**src/design/srrb_pkg.sv**
```systemverilog
package srrb_pkg;

  // Ring geometry
  localparam int RING_BYTES     = 2048;
  localparam int RECORD_RESERVE = 14;
  localparam int PTR_W          = $clog2(RING_BYTES);
  localparam int CNT_W          = 12;
  localparam int CFG_W          = 12;

  // Record framing
  localparam int REC_LEN   = 13;
  localparam int IDX_W     = $clog2(REC_LEN);
  localparam logic [7:0] SEP_COMMA = 8'h2C;
  localparam logic [7:0] CHAR_CR   = 8'h0D;
  localparam logic [7:0] CHAR_LF   = 8'h0A;
  localparam logic [15:0] COUNTER_INIT = 16'h0001;
  localparam logic [CFG_W-1:0] DRAIN_LEVEL_INIT = CFG_W'(512);
  localparam logic [CNT_W-1:0] PUSH_LIMIT =
    CNT_W'(RING_BYTES - RECORD_RESERVE);

  // Opcodes
  localparam logic OP_PUSH = 1'b0;
  localparam logic OP_POP  = 1'b1;

  typedef enum logic [1:0] {
    ST_IDLE,
    ST_WRITE,
    ST_RESULT
  } srrb_state_t;

  typedef struct packed {
    logic        opcode;
    logic [15:0] sample_x;
    logic [15:0] sample_y;
    logic [15:0] sample_z;
    logic        hold;
  } srrb_in_t;

  typedef struct packed {
    logic [7:0]       byte_out;
    logic             byte_valid;
    logic             record_accepted;
    logic             record_dropped;
    logic [CNT_W-1:0] fill_level;
    logic             block_ready;
  } srrb_out_t;

  typedef struct packed {
    logic             en;
    logic [PTR_W-1:0] addr;
    logic [7:0]       data;
  } srrb_wr_t;

  typedef struct packed {
    logic             en;
    logic [PTR_W-1:0] addr;
  } srrb_rd_t;

  // Byte at position idx of a framed record
  function automatic logic [7:0] record_byte(input logic [IDX_W-1:0] idx,
                                             input logic [15:0] counter,
                                             input logic [15:0] sx,
                                             input logic [15:0] sy,
                                             input logic [15:0] sz);
    logic [7:0] b;
    b = 8'h00;
    unique case (idx)
      IDX_W'(0):  b = counter[15:8];
      IDX_W'(1):  b = counter[7:0];
      IDX_W'(2):  b = SEP_COMMA;
      IDX_W'(3):  b = sx[15:8];
      IDX_W'(4):  b = sx[7:0];
      IDX_W'(5):  b = SEP_COMMA;
      IDX_W'(6):  b = sy[15:8];
      IDX_W'(7):  b = sy[7:0];
      IDX_W'(8):  b = SEP_COMMA;
      IDX_W'(9):  b = sz[15:8];
      IDX_W'(10): b = sz[7:0];
      IDX_W'(11): b = CHAR_CR;
      IDX_W'(12): b = CHAR_LF;
      default:    b = 8'h00;
    endcase
    return b;
  endfunction

  // Pointer advance with wrap at the ring end
  function automatic logic [PTR_W-1:0] ptr_inc(input logic [PTR_W-1:0] p);
    return (p == PTR_W'(RING_BYTES - 1)) ? '0 : p + PTR_W'(1);
  endfunction

endpackage

```
**src/design/srrb_ctrl.sv**
```systemverilog
module srrb_ctrl (
  input  logic                           clk,
  input  logic                           rst,
  input  logic                           in_valid,
  output logic                           in_ready,
  input  srrb_pkg::srrb_in_t             in_data,
  output logic                           out_valid,
  input  logic                           out_ready,
  output srrb_pkg::srrb_out_t            out_data,
  input  logic [srrb_pkg::CFG_W-1:0]     drain_level,
  output srrb_pkg::srrb_wr_t             wr,
  output srrb_pkg::srrb_rd_t             rd,
  input  logic [7:0]                     rd_data
);

  import srrb_pkg::*;

  srrb_state_t      state, state_next;
  logic [PTR_W-1:0] wr_ptr, rd_ptr;
  logic [CNT_W-1:0] byte_count, byte_count_next;
  logic [15:0]      counter;
  logic [IDX_W-1:0] idx;
  logic [15:0]      sx, sy, sz;
  logic             pend_acc, pend_drop, pend_pop;

  logic accept, push_ok, pop_ok, write_last, load_out;

  assign accept     = in_valid && in_ready;
  assign push_ok    = (in_data.opcode == OP_PUSH) && !in_data.hold &&
                      (byte_count < PUSH_LIMIT);
  assign pop_ok     = (in_data.opcode == OP_POP) && (byte_count != '0);
  assign write_last = (idx == IDX_W'(REC_LEN - 1));

  // Next state
  always_comb begin
    state_next = state;
    unique case (state)
      ST_IDLE: begin
        if (accept) begin
          state_next = push_ok ? ST_WRITE : ST_RESULT;
        end
      end
      ST_WRITE: begin
        if (write_last) begin
          state_next = ST_RESULT;
        end
      end
      ST_RESULT: begin
        if (!out_valid || out_ready) begin
          state_next = ST_IDLE;
        end
      end
      default: state_next = ST_IDLE;
    endcase
  end

  // Control outputs
  always_comb begin
    in_ready = 1'b0;
    wr.en    = 1'b0;
    wr.addr  = wr_ptr;
    wr.data  = record_byte(idx, counter, sx, sy, sz);
    rd.en    = 1'b0;
    rd.addr  = rd_ptr;
    load_out = 1'b0;
    unique case (state)
      ST_IDLE:   begin
        in_ready = 1'b1;
        rd.en    = in_valid && pop_ok;
      end
      ST_WRITE:  wr.en = 1'b1;
      ST_RESULT: load_out = !out_valid || out_ready;
      default:   ;
    endcase
  end

  // Fill count: one up per written byte, one down per popped byte
  always_comb begin
    byte_count_next = byte_count;
    if (wr.en) begin
      byte_count_next = byte_count + CNT_W'(1);
    end else if (rd.en) begin
      byte_count_next = byte_count - CNT_W'(1);
    end
  end

  // State, pointers and counters
  always_ff @(posedge clk) begin
    if (rst) begin
      state      <= ST_IDLE;
      wr_ptr     <= '0;
      rd_ptr     <= '0;
      byte_count <= '0;
      counter    <= COUNTER_INIT;
      idx        <= '0;
      out_valid  <= 1'b0;
    end else begin
      state      <= state_next;
      byte_count <= byte_count_next;
      if (wr.en) begin
        wr_ptr <= ptr_inc(wr_ptr);
        idx    <= write_last ? '0 : idx + IDX_W'(1);
        if (write_last) begin
          counter <= counter + 16'd1;
        end
      end
      if (rd.en) begin
        rd_ptr <= ptr_inc(rd_ptr);
      end
      if (load_out) begin
        out_valid <= 1'b1;
      end else if (out_ready) begin
        out_valid <= 1'b0;
      end
    end
  end

  // Hold the item's samples and its outcome
  always_ff @(posedge clk) begin
    if (accept) begin
      sx        <= in_data.sample_x;
      sy        <= in_data.sample_y;
      sz        <= in_data.sample_z;
      pend_acc  <= push_ok;
      pend_drop <= (in_data.opcode == OP_PUSH) && !push_ok;
      pend_pop  <= pop_ok;
    end
  end

  // Output word register
  always_ff @(posedge clk) begin
    if (load_out) begin
      out_data.byte_out        <= pend_pop ? rd_data : 8'h00;
      out_data.byte_valid      <= pend_pop;
      out_data.record_accepted <= pend_acc;
      out_data.record_dropped  <= pend_drop;
      out_data.fill_level      <= byte_count;
      out_data.block_ready     <= ({1'b0, byte_count} >= {1'b0, drain_level});
    end
  end

  // Fill never passes the ring size
  a_fill_bound: assert property (@(posedge clk) disable iff (rst)
    byte_count <= CNT_W'(RING_BYTES))
    else $error("fill count beyond ring size");

  // Each write cycle adds exactly one byte
  a_write_count: assert property (@(posedge clk) disable iff (rst)
    state == ST_WRITE |=> byte_count == $past(byte_count) + CNT_W'(1))
    else $error("write cycle did not add one byte");

  // A pop on a non-empty ring removes one byte and advances the read pointer
  a_pop_count: assert property (@(posedge clk) disable iff (rst)
    rd.en |=> byte_count == $past(byte_count) - CNT_W'(1) &&
              rd_ptr == ptr_inc($past(rd_ptr)))
    else $error("pop did not remove one byte");

  // A result word carries at most one outcome
  a_one_outcome: assert property (@(posedge clk) disable iff (rst)
    out_valid |-> $countones({out_data.byte_valid, out_data.record_accepted,
                              out_data.record_dropped}) <= 1)
    else $error("result word carries more than one outcome");

  // The memory is never written and read in the same cycle
  a_port_excl: assert property (@(posedge clk) disable iff (rst)
    !(wr.en && rd.en))
    else $error("write and read issued together");

endmodule

```
**config.mk**
```make
export PLATFORM = sky130hd
export DESIGN_NAME = srrb_ctrl
export DESIGN_NICKNAME = d
export VERILOG_FILES = /design/src/design/srrb_pkg.sv /design/src/design/srrb_ctrl.sv
export SDC_FILE = /design/constraint.sdc
export NUM_CORES = 1
export LEC_CHECK = 0
export BUFFER_PORTS_ARGS = -buffer_cell sky130_fd_sc_hd__buf_2
export CORE_MARGIN = 10
export CORE_UTILIZATION = 49
export DETAILED_ROUTE_END_ITERATION = 8
export PLACE_DENSITY = 0.79
export RECOVER_POWER = 50
export SLEW_MARGIN = 20
export SYNTH_ARGS = -nofsm -noshare
export SYNTH_HDL_FRONTEND = slang
export SYNTH_SLANG_ARGS = --single-unit
```
**constraint.sdc**
```tcl
create_clock -name clk -period 4 [get_ports clk]
set_input_delay 0.4 -clock clk [delete_from_list [all_inputs] [get_ports clk]]
set_output_delay 0.4 -clock clk [all_outputs]
set_load 0.03 [all_outputs]
```
# Yosys cells after proc, flatten, opt, wreduce, memory -nomap -nowiden
# Cells that the tools add are included.
# totals
out_inout_bits	58
regBits	132
input_bits	74
# op_classes
mux	17
eq_ne	19
n_bitwise	1
addsub	6
magnitude_cmp	2
reduce_logical	18
# op_table
operator	n
$pmux W8 S11	1
$mux W12	2
$add A11 B1 Y11 const B	2
$eq A11 B11 Y1 const B	2
$mux W11	2
$eq A4 B4 Y1 const B	5
$add A16 B1 Y16 const B	1
$eq A4 B3 Y1 const B	4
$add A12 B1 Y12 const B	1
$ge A12 B12 Y1	1
$lt A12 B11 Y1 const B	1
$reduce_bool A12 Y1	1
$sub A12 B1 Y12 const B	1
$eq A4 B2 Y1 const B	2
$mux W2	4
$logic_and A1 B1 Y1	6
$mux W1	6
$ne A2 B2 Y1 const B	3
$pmux W2 S3	1
$add A4 B1 Y4 const B	1
$eq A4 B1 Y1 const B	1
$logic_not A4 Y1	1
$mux W4	1
$reduce_bool A2 Y1	2
other kinds (9)	11

# Depth between registers and ports, before layout
# Gate-level depths: netlist of the first run.
# depth
ltp_word	6
mapped_depth	9
mapped_depth_nobuf	8

# Least setup slack after synthesis of the first run
# Ideal clock, no wire load.
# synth_path
path_kind	register to register
startpoint	register state[1]
endpoint	register rd_ptr[5]
setup_ns	0.091
synth_period_minus_slack_ns	3.768
n_path_buf	0
arrival_ns	3.677
path_slack_ns	0.232
stages_incl_launch_ff	7
path_cell_list	dfxtp_1 -> nand2b_1 -> nor2_1 -> nand2_2 -> nor2_1 -> a41oi_1 -> a311oi_1
# synth_between
elab_chain_cells	2
# synth_rtl
element	line	source
start: declaration	srrb_ctrl.sv:18	srrb_state_t state, state_next;
start signal: assignment	srrb_ctrl.sv:98	state <= state_next;
$logic_not A2 Y1	srrb_ctrl.sv:66	unique case (state)
$mux W1	srrb_ctrl.sv:66	
end signal: assignment	srrb_ctrl.sv:108	rd_ptr <= ptr_inc(rd_ptr);
end: declaration	srrb_ctrl.sv:19	logic [PTR_W-1:0] wr_ptr, rd_ptr;
# Every way passes these cells.
# A chain may end at the register's enable or synchronous reset.

# Worst setup path in the final report of the first run
# layout_path
startpoint	register state[1]
endpoint	register sy[7], enable pin
# layout_between
elab_chain_cells	3
# layout_rtl
element	line	source
$logic_not A2 Y1	srrb_ctrl.sv:66	
$mux W1	srrb_ctrl.sv:66	
$logic_and A1 B1 Y1	srrb_ctrl.sv:28	assign accept = in_valid && in_ready;
net accept	srrb_ctrl.sv:26	logic accept, push_ok, pop_ok, write_last, load_out;
end signal: assignment	srrb_ctrl.sv:122	sy <= in_data.sample_y;
end: declaration	srrb_ctrl.sv:23	logic [15:0] sx, sy, sz;
# The timed path passes the listed nets, and every way through them passes these cells.

==> reports/results.tsv, run 1 <==
stage	metric	value	unit
run_status	outcome	finished, violations left	
run_status	failing checks	capacitance limit, slew limit	
yosys	mux contribution to synthesized area	1.811	%
timing	Worst slew margin	-81.51	%
detailed_routing	DR vias/cell	5.526	
yosys	synthesized instance count	571	
timing	Final Skew	0.006535	ns
timing	TNS Setup	0	ns
grt	antenna violations before repair	0	
clocking	H-tree depth	4	
yosys	async set-reset flop share out of synthesis	0	%
yosys	largest family of logic cells by synthesized area	simple AND/OR/NAND/NOR gates	
timing	Max Fclk	323.4	MHz
die	die width	132.7	µm
yosys	Yosys top cell area share	36.21	%
clocking	TritonCTS clock tree	yes	
clocking	clock buffer depth	2	
detailed_routing	First-pass DRT Iterations	5	
place	port bufs	131	
yosys	syn avg cell area	10.89	µm²
power_and_ir_drop	VDD IR max	307.9	µV
cells_and_area	most common cell after layout, fill and taps aside	buf_2	
cells_and_area	antenna cells	0	
yosys	simple-gate share of the synthesized area	15.75	%
yosys	main area contributors after synthesis	edfxtp_1, dfxtp_1, ha_1	
hold_path	Hold/Removal Path Class	input port to flop	
detailed_routing	total number of vias	4896	
worst_setup_path	Critical Path AT	3.07	ns
yosys	synth warn	0	
timing	fin crit share	77.30	%
worst_setup_path	Reg2Reg Setup Slack	0.91	ns
timing	unrepaired setup endpoints after global routing	false	
yosys	Adder-Cell Fraction of Synth Area	6.156	%
cells_and_area	P&R area growth vs syn	21.04	%
timing	fin crit period	3.092	ns
grt	first-pass GRT wire length	24160	µm
clocking	# resized after CTS	0	
yosys	Mapped Area	6220	µm²
die	CORE AREA	12520	µm²
timing	actual slew at the worst max-slew pin	2.723	ns
place	Final GP Congestion	0.8409	
cells_and_area	Nets	805	
worst_setup_path	worst path required time	3.98	ns
die	Site Rows	41	
clocking	cts hold-fix bufs	0	
worst_setup_path	critical path class	flop to flop	
clocking	cts bufs inserted	17	
worst_setup_path	R2R depth	3	
detailed_routing	WL final	14660	µm
worst_setup_path	CP endpoint kind	flop	
clocking	Post-CTS Setup Bufs	0	
detailed_routing	1st-iter DRT viols	508	
timing	Final Max Slew Viols	52	
grt	vias in the first global route	4932	
timing	final hold vios	0	
die	die area	17600	µm²
detailed_routing	drt wl/cell	16.55	µm
yosys	ys flop type	edfxtp_1	
power_and_ir_drop	P per Cell Area	570.5	nW/µm²
yosys	syn_nets	675	
die	Chip Height	132.7	µm
worst_setup_path	Worst Setup Start Kind	flop	
place	DP Cell Count	854	
yosys	Synth Area in Compound Gates	13.68	%
cells_and_area	final-layout fill cell count	1079	
place	hpwl dp	10570	µm
cells_and_area	non-filler instance count after layout	886	
yosys	EDFF count, synth	75	
clocking	clock sinks	132	
timing	Setup-failing EPs final	0	
grt	GRT Util Overall	16.65	%
clocking	clk_lat worst skew	0.42	ns
cells_and_area	most frequent cells in the layout	buf_2, edfxtp_1, nor2_1	
worst_setup_path	worst-path maximum fanout	51	
die	Initial Utilization	49.69	%
clocking	Root Driver	clkbuf_16	
yosys	register area share after synthesis	54.56	%
grt	largest net degree at the start of global routing	52	
grt	GR Overflow Total	0	
cells_and_area	share of cells above drive strength 1	18.07	%
yosys	dominant cell type by area after synthesis	edfxtp_1	
power_and_ir_drop	Pleak	3.002	nW
clocking	Clock transition at path regs	0.06	ns
yosys	Synth cell types	65	
detailed_routing	drc violations	0	
die	IO Count	132	
run	Max-Cap Viols	1	
power_and_ir_drop	overall power	4.295	mW
detailed_routing	Routed Antenna Nets	0	
yosys	XOR/XNOR share of the synthesized area	4.788	%
hold_path	hold path cells	1	
yosys	flops & latches, synth	132	
==> area by class of cell <==
type	count	area, µm²	share of cell area (%)
flip-flops and latches	132	3393	45.07
multi-input cells	391	2624	34.85
clock buffers	18	429.2	5.701
clock inverters	14	151.4	2.011
well taps	172	215.2	2.859
inverters	23	86.33	1.147
repair buffers	136	629.4	8.360
==> cells in the mapped netlist (8+ instances only) <==
cell,n
edfxtp_1,75
nor2_1,69
dfxtp_1,57
nand2_1,32
ha_1,29
a21oi_1,28
nand3_1,22
xor2_1,22
inv_1,21
o21ai_0,16
clkbuf_1,15
and3_1,13
xnor2_1,12
a22oi_1,11
nand4_1,10
a211oi_1,9
and2_1,9
mux2i_1,9
a21o_1,8
a22o_1,8
==> through the flow <==
| stage | setup WS, ns | utilization, % | hold WS [ns] | cell area (µm²) |
|---|---|---|---|---|
| global route | 0.6855 | 60.15 | 0.1310 | 7528 |
| floorplan | 0.2318 | - | 0.4003 | 6220 |
| CTS | 1.036 | 60.72 | 0.1355 | 7600 |
| global placement | 1.535 | 56.08 | 0.4004 | 7019 |
| detailed placement | 1.464 | 56.08 | 0.4074 | 7019 |
| finish | 0.9078 | 60.15 | 0.1543 | 7528 |
==> critical path, stage by stage (launching register included) <==
cell,delay (ns)
dfxtp_1,0.36
nand2b_1,0.21
nor2_4,0.11
clkbuf_1,1.93
==> flip-flops by register name, indices dropped and copies added, names as in the netlist, 2 cells and up <==
register    flops
byte_count     12
counter        16
idx             4
out_data       24
rd_ptr         11
state           2
sx             16
sy             16
sz             16
wr_ptr         11
==> report_power, final <==
group          total, mW  switching (mW)  internal, mW  leakage (nW)
logic               1.06           0.607         0.450          1.54
clock network       1.52           0.599         0.925         0.287
registers           1.71           0.117          1.60          1.18
==> layer usage <==
layer	vias up	share of wire, %	global-route usage, %
li1	2366	-	-
met1	2332	45	19.73
met2	179	47	27.25
met3	19	6.6	5.753
met4	0	1.4	6.357
met5	-	0	0
==> worst paths after layout <==
kind                                   from      endpoint
worst min register to register    pend_drop  out_data[13]
worst max register to register     state[1]         sy[7]
worst max-delay path               state[1]         sy[7]
worst min-delay path            in_data[42]         sx[9]
==> logic make-up after synthesis <==
logic type      count (synthesis)
buf+inv                        48
xor+xnor                       34
flops                         132
simple gates                  196
fa+ha+maj                      30
compound gates                120
mux                            11
Note: power is estimated with default switching activity, not from simulation.
==> inputs of run 2 (changes only) <==
--- a/config.mk
+++ b/config.mk
@@ -7,9 +7,9 @@
 export LEC_CHECK = 0
 export BUFFER_PORTS_ARGS = -buffer_cell sky130_fd_sc_hd__buf_2
 export CORE_MARGIN = 10
-export CORE_UTILIZATION = 49
+export CORE_UTILIZATION = 50
 export DETAILED_ROUTE_END_ITERATION = 8
-export PLACE_DENSITY = 0.79
+export PLACE_DENSITY = 0.77
 export RECOVER_POWER = 50
 export SLEW_MARGIN = 20
 export SYNTH_ARGS = -nofsm -noshare
==> constraint.sdc (replaced) <==
create_clock -name clk -period 3.1 [get_ports clk]
set_input_delay 0.31 -clock clk [delete_from_list [all_inputs] [get_ports clk]]
set_output_delay 0.31 -clock clk [all_outputs]
set_load 0.03 [all_outputs]
==> run 2 against run 1 <==
  * The flow now finishes without violations
  * Worst setup slack worse by 0.62 ns
  * Core utilization is 2.3 points higher
  * Via count is 1.6% lower
  * Sequential power rose by 29%
  * Critical path depth rose by 3
  * Wire length shrank 1.5%
  * Sequential cell count did not move
==> reports/results.tsv, run 2 (synthesis results as in run 1) <==
stage	metric	value	unit	change
grt	antenna violations before repair	0		unchanged
detailed_routing	drc violations	0		unchanged
grt	first-pass GRT wire length	24040	µm	was 24160 µm
die	CORE AREA	12110	µm²	was 12520 µm²
cells_and_area	Nets	808		was 805
worst_setup_path	worst-path maximum fanout	19		was 51
power_and_ir_drop	Pleak	3.014	nW	was 3.002 nW
power_and_ir_drop	sequential power share	39.5	%	was 39.9%
grt	GR Overflow Total	0		unchanged
die	die area	17300	µm²	was 17600 µm²
clocking	Post-CTS Setup Bufs	0		unchanged
clocking	Clock transition at path regs	0.06	ns	about the same
grt	vias in the first global route	4871		was 4932
die	Chip Height	131.5	µm	was 132.7 µm
timing	Setup-failing EPs final	0		unchanged
worst_setup_path	Reg-to-Reg Start	state[1]		unchanged
timing	Final Max Slew Viols	0		was 52
clocking	H-tree depth	4		unchanged
worst_setup_path	crit path buf inv count	2		was 1
die	die width	131.5	µm	was 132.7 µm
worst_setup_path	worst path required time	2.79	ns	was 3.98 ns
clocking	cts bufs inserted	17		unchanged
hold_path	min-delay src	in_data[9]		was in_data[42]
worst_setup_path	Critical Path AT	2.50	ns	was 3.07 ns
power_and_ir_drop	VDD IR max	439.2	µV	was 307.9 µV
worst_setup_path	Worst Setup Start Kind	flop		unchanged
clocking	cts hold-fix bufs	0		unchanged
cells_and_area	P&R area growth vs syn	21.54	%	was 21.04%
grt	GRT Util Overall	16.73	%	was 16.65%
cells_and_area	antenna cells	0		unchanged
timing	unrepaired setup endpoints after global routing	false		unchanged
cells_and_area	share of cells above drive strength 1	18.27	%	was 18.07%
power_and_ir_drop	P per Cell Area	736.2	nW/µm²	was 570.5 nW/µm²
timing	TNS Setup	0	ns	unchanged
cells_and_area	final instance area	7560	µm²	was 7528 µm²
power_and_ir_drop	overall power	5.566	mW	was 4.295 mW
power_and_ir_drop	internal power	3.904	mW	was 2.971 mW
detailed_routing	Routed Antenna Nets	0		unchanged
clocking	clock buffer depth	2		unchanged
cells_and_area	non-filler instance count after layout	885		was 886
power_and_ir_drop	Psw	1.662	mW	was 1.324 mW
timing	actual slew at the worst max-slew pin	1.212	ns	was 2.723 ns
power_and_ir_drop	Comb power frac	24.3	%	was 24.6%
cells_and_area	most common cell after layout, fill and taps aside	buf_2		unchanged
detailed_routing	WL final	14430	µm	was 14660 µm
hold_path	Hold/Removal Path Class	input port to flop		unchanged
clocking	clk_lat worst skew	0.41	ns	was 0.42 ns
grt	largest net degree at the start of global routing	52		unchanged
place	Final GP Congestion	0.8777		was 0.8409
die	Initial Utilization	51.35	%	was 49.69%
worst_setup_path	CP max stage delay	0.51	ns	was 1.93 ns
detailed_routing	total number of vias	4819		was 4896
die	IO Count	132		unchanged
worst_setup_path	cell family with most CP delay	compound AO/OA/AOI/OAI gates		was buffers and inverters
cells_and_area	Reg with most FFs	out_data		unchanged
worst_setup_path	Critical Path Start	idx[0]		was state[1]
place	DP Cell Count	853		was 854
worst_setup_path	CP endpoint kind	output pin		was flop
cells_and_area	post-layout util	62.42	%	was 60.15%
worst_setup_path	critical path class	flop to output pin		was flop to flop
run	Max-Cap Viols	0		was 1
timing	Worst slew margin	19.21	%	was -81.51%
worst_setup_path	CP max-delay cell	a2111oi_0		was clkbuf_1
power_and_ir_drop	clock network power share	36.1	%	was 35.5%
run_status	outcome	complete, no violations		was finished, violations left
detailed_routing	DR vias/cell	5.445		was 5.526
detailed_routing	1st-iter DRT viols	486		was 508
place	port bufs	131		unchanged
place	Placed Area	7037	µm²	was 7019 µm²
timing	final hold vios	0		unchanged
detailed_routing	drt wl/cell	16.31	µm	was 16.55 µm
worst_setup_path	CP Cell Sequence	inv_1 -> ha_1 -> a22o_1 -> a2111oi_0 -> a211oi_1 -> buf_2		was nand2b_1 -> nor2_4 -> clkbuf_1
clocking	TritonCTS clock tree	yes		unchanged
timing	Max Fclk	355.5	MHz	
timing	fin crit share	90.75	%	
timing	fin crit period	2.813	ns	
clocking	# resized after CTS	0		unchanged
timing	Final Skew	0.007392	ns	was 0.006535 ns
cells_and_area	max reg flops	24		unchanged
detailed_routing	First-pass DRT Iterations	6		was 5
die	Site Rows	40		was 41
clocking	clock sinks	132		unchanged
place	hpwl dp	10490	µm	was 10570 µm
power_and_ir_drop	switching share of power	29.86	%	was 30.82%
clocking	Root Driver	clkbuf_16		unchanged
cells_and_area	most frequent cells in the layout	buf_2, edfxtp_1, nor2_1		unchanged
[run 2: stage by stage]
step                      setup slack [ns]  hold slack (ns)
after floorplan                     0.2595           0.4003
after global placement              0.6273           0.4007
final                               0.2869          0.06741
after CTS                           0.2913          0.05086
after global routing                0.1714          0.05030
after detailed placement            0.5540           0.4080
[run 2: final cells by class]
cell class | count | area [µm²]
multi-input combinational | 391 | 2616
clock inverter | 15 | 178.9
fill | 976 | 4552
timing repair buffer | 139 | 649.4
sequential | 132 | 3393
inverter | 23 | 86.33
clock buffer | 17 | 425.4
tap | 168 | 210.2
[run 2: per-layer routing]
metal,share of wire (%),GRT usage (%),routed length (µm),vias to the layer above
met5,0,0,0,-
met4,1.3,6.057,194,0
met3,7.5,5.869,1076,14
met2,45,25.34,6437,180
met1,47,21.62,6725,2244
li1,-,-,-,2381
[run 2: power by group through the flow]
stage / clock network [mW] / registers [mW] / logic, mW
finish: 2.01 / 2.20 / 1.35
global route: 2.13 / 2.22 / 1.52
CTS: 2.04 / 2.20 / 1.38
detailed placement: 0 / 2.23 / 1.37
global placement: 0 / 2.23 / 1.34
floorplan: 0 / 2.26 / 1.00
[run 2: final timing paths]
| check | end | slack, ns | cells after the start |
|---|---|---|---|
| max | wr[4] | 0.29 | 6 |
| min | sz[8] | 0.07 | 1 |
| max reg2reg | byte_count[11] | 0.53 | 9 |
| min reg2reg | out_data[13] | 0.42 | 0 |
==> inputs of run 3 (changes only) <==
--- a/config.mk
+++ b/config.mk
@@ -6,10 +6,10 @@
 export NUM_CORES = 1
 export LEC_CHECK = 0
 export BUFFER_PORTS_ARGS = -buffer_cell sky130_fd_sc_hd__buf_2
-export CORE_MARGIN = 10
-export CORE_UTILIZATION = 50
+export CORE_MARGIN = 3
+export CORE_UTILIZATION = 40
 export DETAILED_ROUTE_END_ITERATION = 8
-export PLACE_DENSITY = 0.77
+export PLACE_DENSITY = 0.65
 export RECOVER_POWER = 50
 export SLEW_MARGIN = 20
 export SYNTH_ARGS = -nofsm -noshare
==> constraint.sdc (replaced) <==
create_clock -name clk -period 2.74 [get_ports clk]
set_input_delay 0.274 -clock clk [delete_from_list [all_inputs] [get_ports clk]]
set_output_delay 0.274 -clock clk [all_outputs]
set_load 0.03 [all_outputs]
==> run 3 against run 2 <==
  * Power is 12% higher
  * Clock skew about the same
  * Final area grew 0.71%
  * Final cell count up 2.3%
  * Worst hold slack worse by 0.036 ns
  * Combinational power rose by 16%
  * Via count decreased by 0.58%
  * Wire length down 3.0%
  * Critical endpoint is now wr[3]
  * Largest cell class unchanged
  * Largest power group unchanged
  * Highest routed layer unchanged
==> reports/results.tsv, run 3 (synthesis results as in run 1) <==
stage	metric	value	unit	change
worst_setup_path	worst path required time	2.47	ns	was 2.79 ns
clocking	Clock transition at path regs	0.06	ns	about the same
grt	largest net degree at the start of global routing	52		unchanged
grt	GR Overflow Total	0		unchanged
grt	first-pass GRT wire length	22740	µm	was 24040 µm
cells_and_area	share of cells above drive strength 1	20.25	%	was 18.27%
cells_and_area	Reg with most FFs	out_data		unchanged
worst_setup_path	CP endpoint kind	output pin		unchanged
clocking	clock buffer depth	2		unchanged
clocking	cts bufs inserted	17		unchanged
place	Placed Area	7094	µm²	was 7037 µm²
cells_and_area	non-filler instance count after layout	905		was 885
cells_and_area	most common cell after layout, fill and taps aside	buf_2		unchanged
cells_and_area	Nets	813		was 808
run_status	outcome	complete, no violations		unchanged
die	Site Rows	44		was 40
die	die area	17080	µm²	was 17300 µm²
die	CORE AREA	14860	µm²	was 12110 µm²
worst_setup_path	critical path class	flop to output pin		unchanged
detailed_routing	total number of vias	4791		was 4819
power_and_ir_drop	Pleak	3.054	nW	was 3.014 nW
hold_path	Hold/Removal Path Class	input port to flop		unchanged
place	Final GP Congestion	0.8840		was 0.8777
clocking	clk_lat worst skew	0.41	ns	about the same
detailed_routing	drt wl/cell	15.47	µm	was 16.31 µm
place	DP Cell Count	874		was 853
cells_and_area	antenna cells	0		unchanged
timing	Final Skew	0.007418	ns	was 0.007392 ns
cells_and_area	most frequent cells in the layout	buf_2, edfxtp_1, nor2_1		unchanged
die	Initial Utilization	41.84	%	was 51.35%
timing	fin crit share	98.07	%	
cells_and_area	final instance area	7614	µm²	was 7560 µm²
place	port bufs	131		unchanged
timing	unrepaired setup endpoints after global routing	true		was false
grt	vias in the first global route	4775		was 4871
power_and_ir_drop	VDD IR max	440.8	µV	was 439.2 µV
cells_and_area	P&R area growth vs syn	22.41	%	was 21.54%
timing	final hold vios	0		unchanged
detailed_routing	First-pass DRT Iterations	5		was 6
detailed_routing	1st-iter DRT viols	267		was 486
power_and_ir_drop	overall power	6.240	mW	was 5.566 mW
detailed_routing	drc violations	0		unchanged
run	Max-Cap Viols	0		unchanged
clocking	H-tree depth	4		unchanged
timing	Worst slew margin	17.99	%	was 19.21%
worst_setup_path	worst-path maximum fanout	18		was 19
clocking	Root Driver	clkbuf_16		unchanged
timing	Final Max Slew Viols	0		unchanged
cells_and_area	final-layout fill cell count	1363		was 976
detailed_routing	Routed Antenna Nets	0		unchanged
die	IO Count	132		unchanged
worst_setup_path	Critical Path AT	2.41	ns	was 2.50 ns
timing	actual slew at the worst max-slew pin	1.230	ns	was 1.212 ns
place	hpwl dp	9931	µm	was 10490 µm
clocking	TritonCTS clock tree	yes		unchanged
timing	Setup-failing EPs final	0		unchanged
timing	fin crit period	2.687	ns	
detailed_routing	DR vias/cell	5.294		was 5.445
grt	antenna violations before repair	0		unchanged
worst_setup_path	Worst Setup Start Kind	flop		unchanged
grt	GRT Util Overall	16.67	%	was 16.73%
clocking	clock sinks	132		unchanged
cells_and_area	max reg flops	24		unchanged
die	Chip Height	130.7	µm	was 131.5 µm
clocking	cts hold-fix bufs	0		unchanged
detailed_routing	WL final	14000	µm	was 14430 µm
cells_and_area	post-layout util	51.22	%	was 62.42%
power_and_ir_drop	P per Cell Area	819.7	nW/µm²	was 736.2 nW/µm²
timing	Max Fclk	372.1	MHz	
die	die width	130.7	µm	was 131.5 µm
[run 3: report_power, final]
part | total (mW) | switching [mW] | internal (mW)
clock | 2.18 | 0.846 | 1.34
combinational | 1.57 | 0.884 | 0.684
sequential | 2.49 | 0.166 | 2.33
total | 6.24 | 1.90 | 4.35
[run 3: stage by stage]
step | TNS, ns | hold WS, ns | setup slack, ns
after floorplan | 0 | 0.3729 | 0.3119
after global routing | -0.3998 | 0.01006 | -0.09922
after global placement | 0 | 0.4029 | 0.3487
after detailed placement | 0 | 0.4056 | 0.1579
final | 0 | 0.03107 | 0.05283
after CTS | 0 | 0.01474 | 0.008782
[run 3: metal layers]
layer	track usage (%)	vias up	part of all wire (%)
met3	4.512	18	5.2
li1	-	2386	-
met5	0	-	0
met2	26.66	140	46
met4	5.989	0	1.3
met1	21.83	2247	48
[run 3: final cells by class]
| cell class | instances | area (µm²) | share of cell area (%) |
|---|---|---|---|
| clock buffers | 19 | 432.9 | 5.686 |
| clock inverters | 12 | 133.9 | 1.758 |
| inverters | 23 | 86.33 | 1.134 |
| multi-input cells | 391 | 2639 | 34.66 |
| flip-flops and latches | 132 | 3393 | 44.57 |
| well taps | 184 | 230.2 | 3.024 |
| repair buffers | 144 | 698.2 | 9.170 |
[run 3: path summary, 6_finish.rpt]
kind | cells past startpoint | startpoint | endpoint | slack, ns
worst max register to register | 6 | state[1] | byte_count[10] | 0.20
worst min-delay path | 1 | in_data[5] | sz[4] | 0.03
worst min register to register | 0 | pend_acc | out_data[14] | 0.42
worst max-delay path | 5 | idx[1] | wr[3] | 0.05
[run 3: worst max-delay path: stages, from the launching register on]
cell,delay [ns]
dfxtp_1,0.40
ha_1,0.64
a222oi_1,0.27
a221oi_1,0.33
a211o_1,0.15
buf_2,0.20
[run 3: what timing repair did]
item,4_1_cts,5_1_grt
setup endpoints to repair,2,7
gates resized for setup,1,2
pin swaps,0,0
setup buffers,0,0
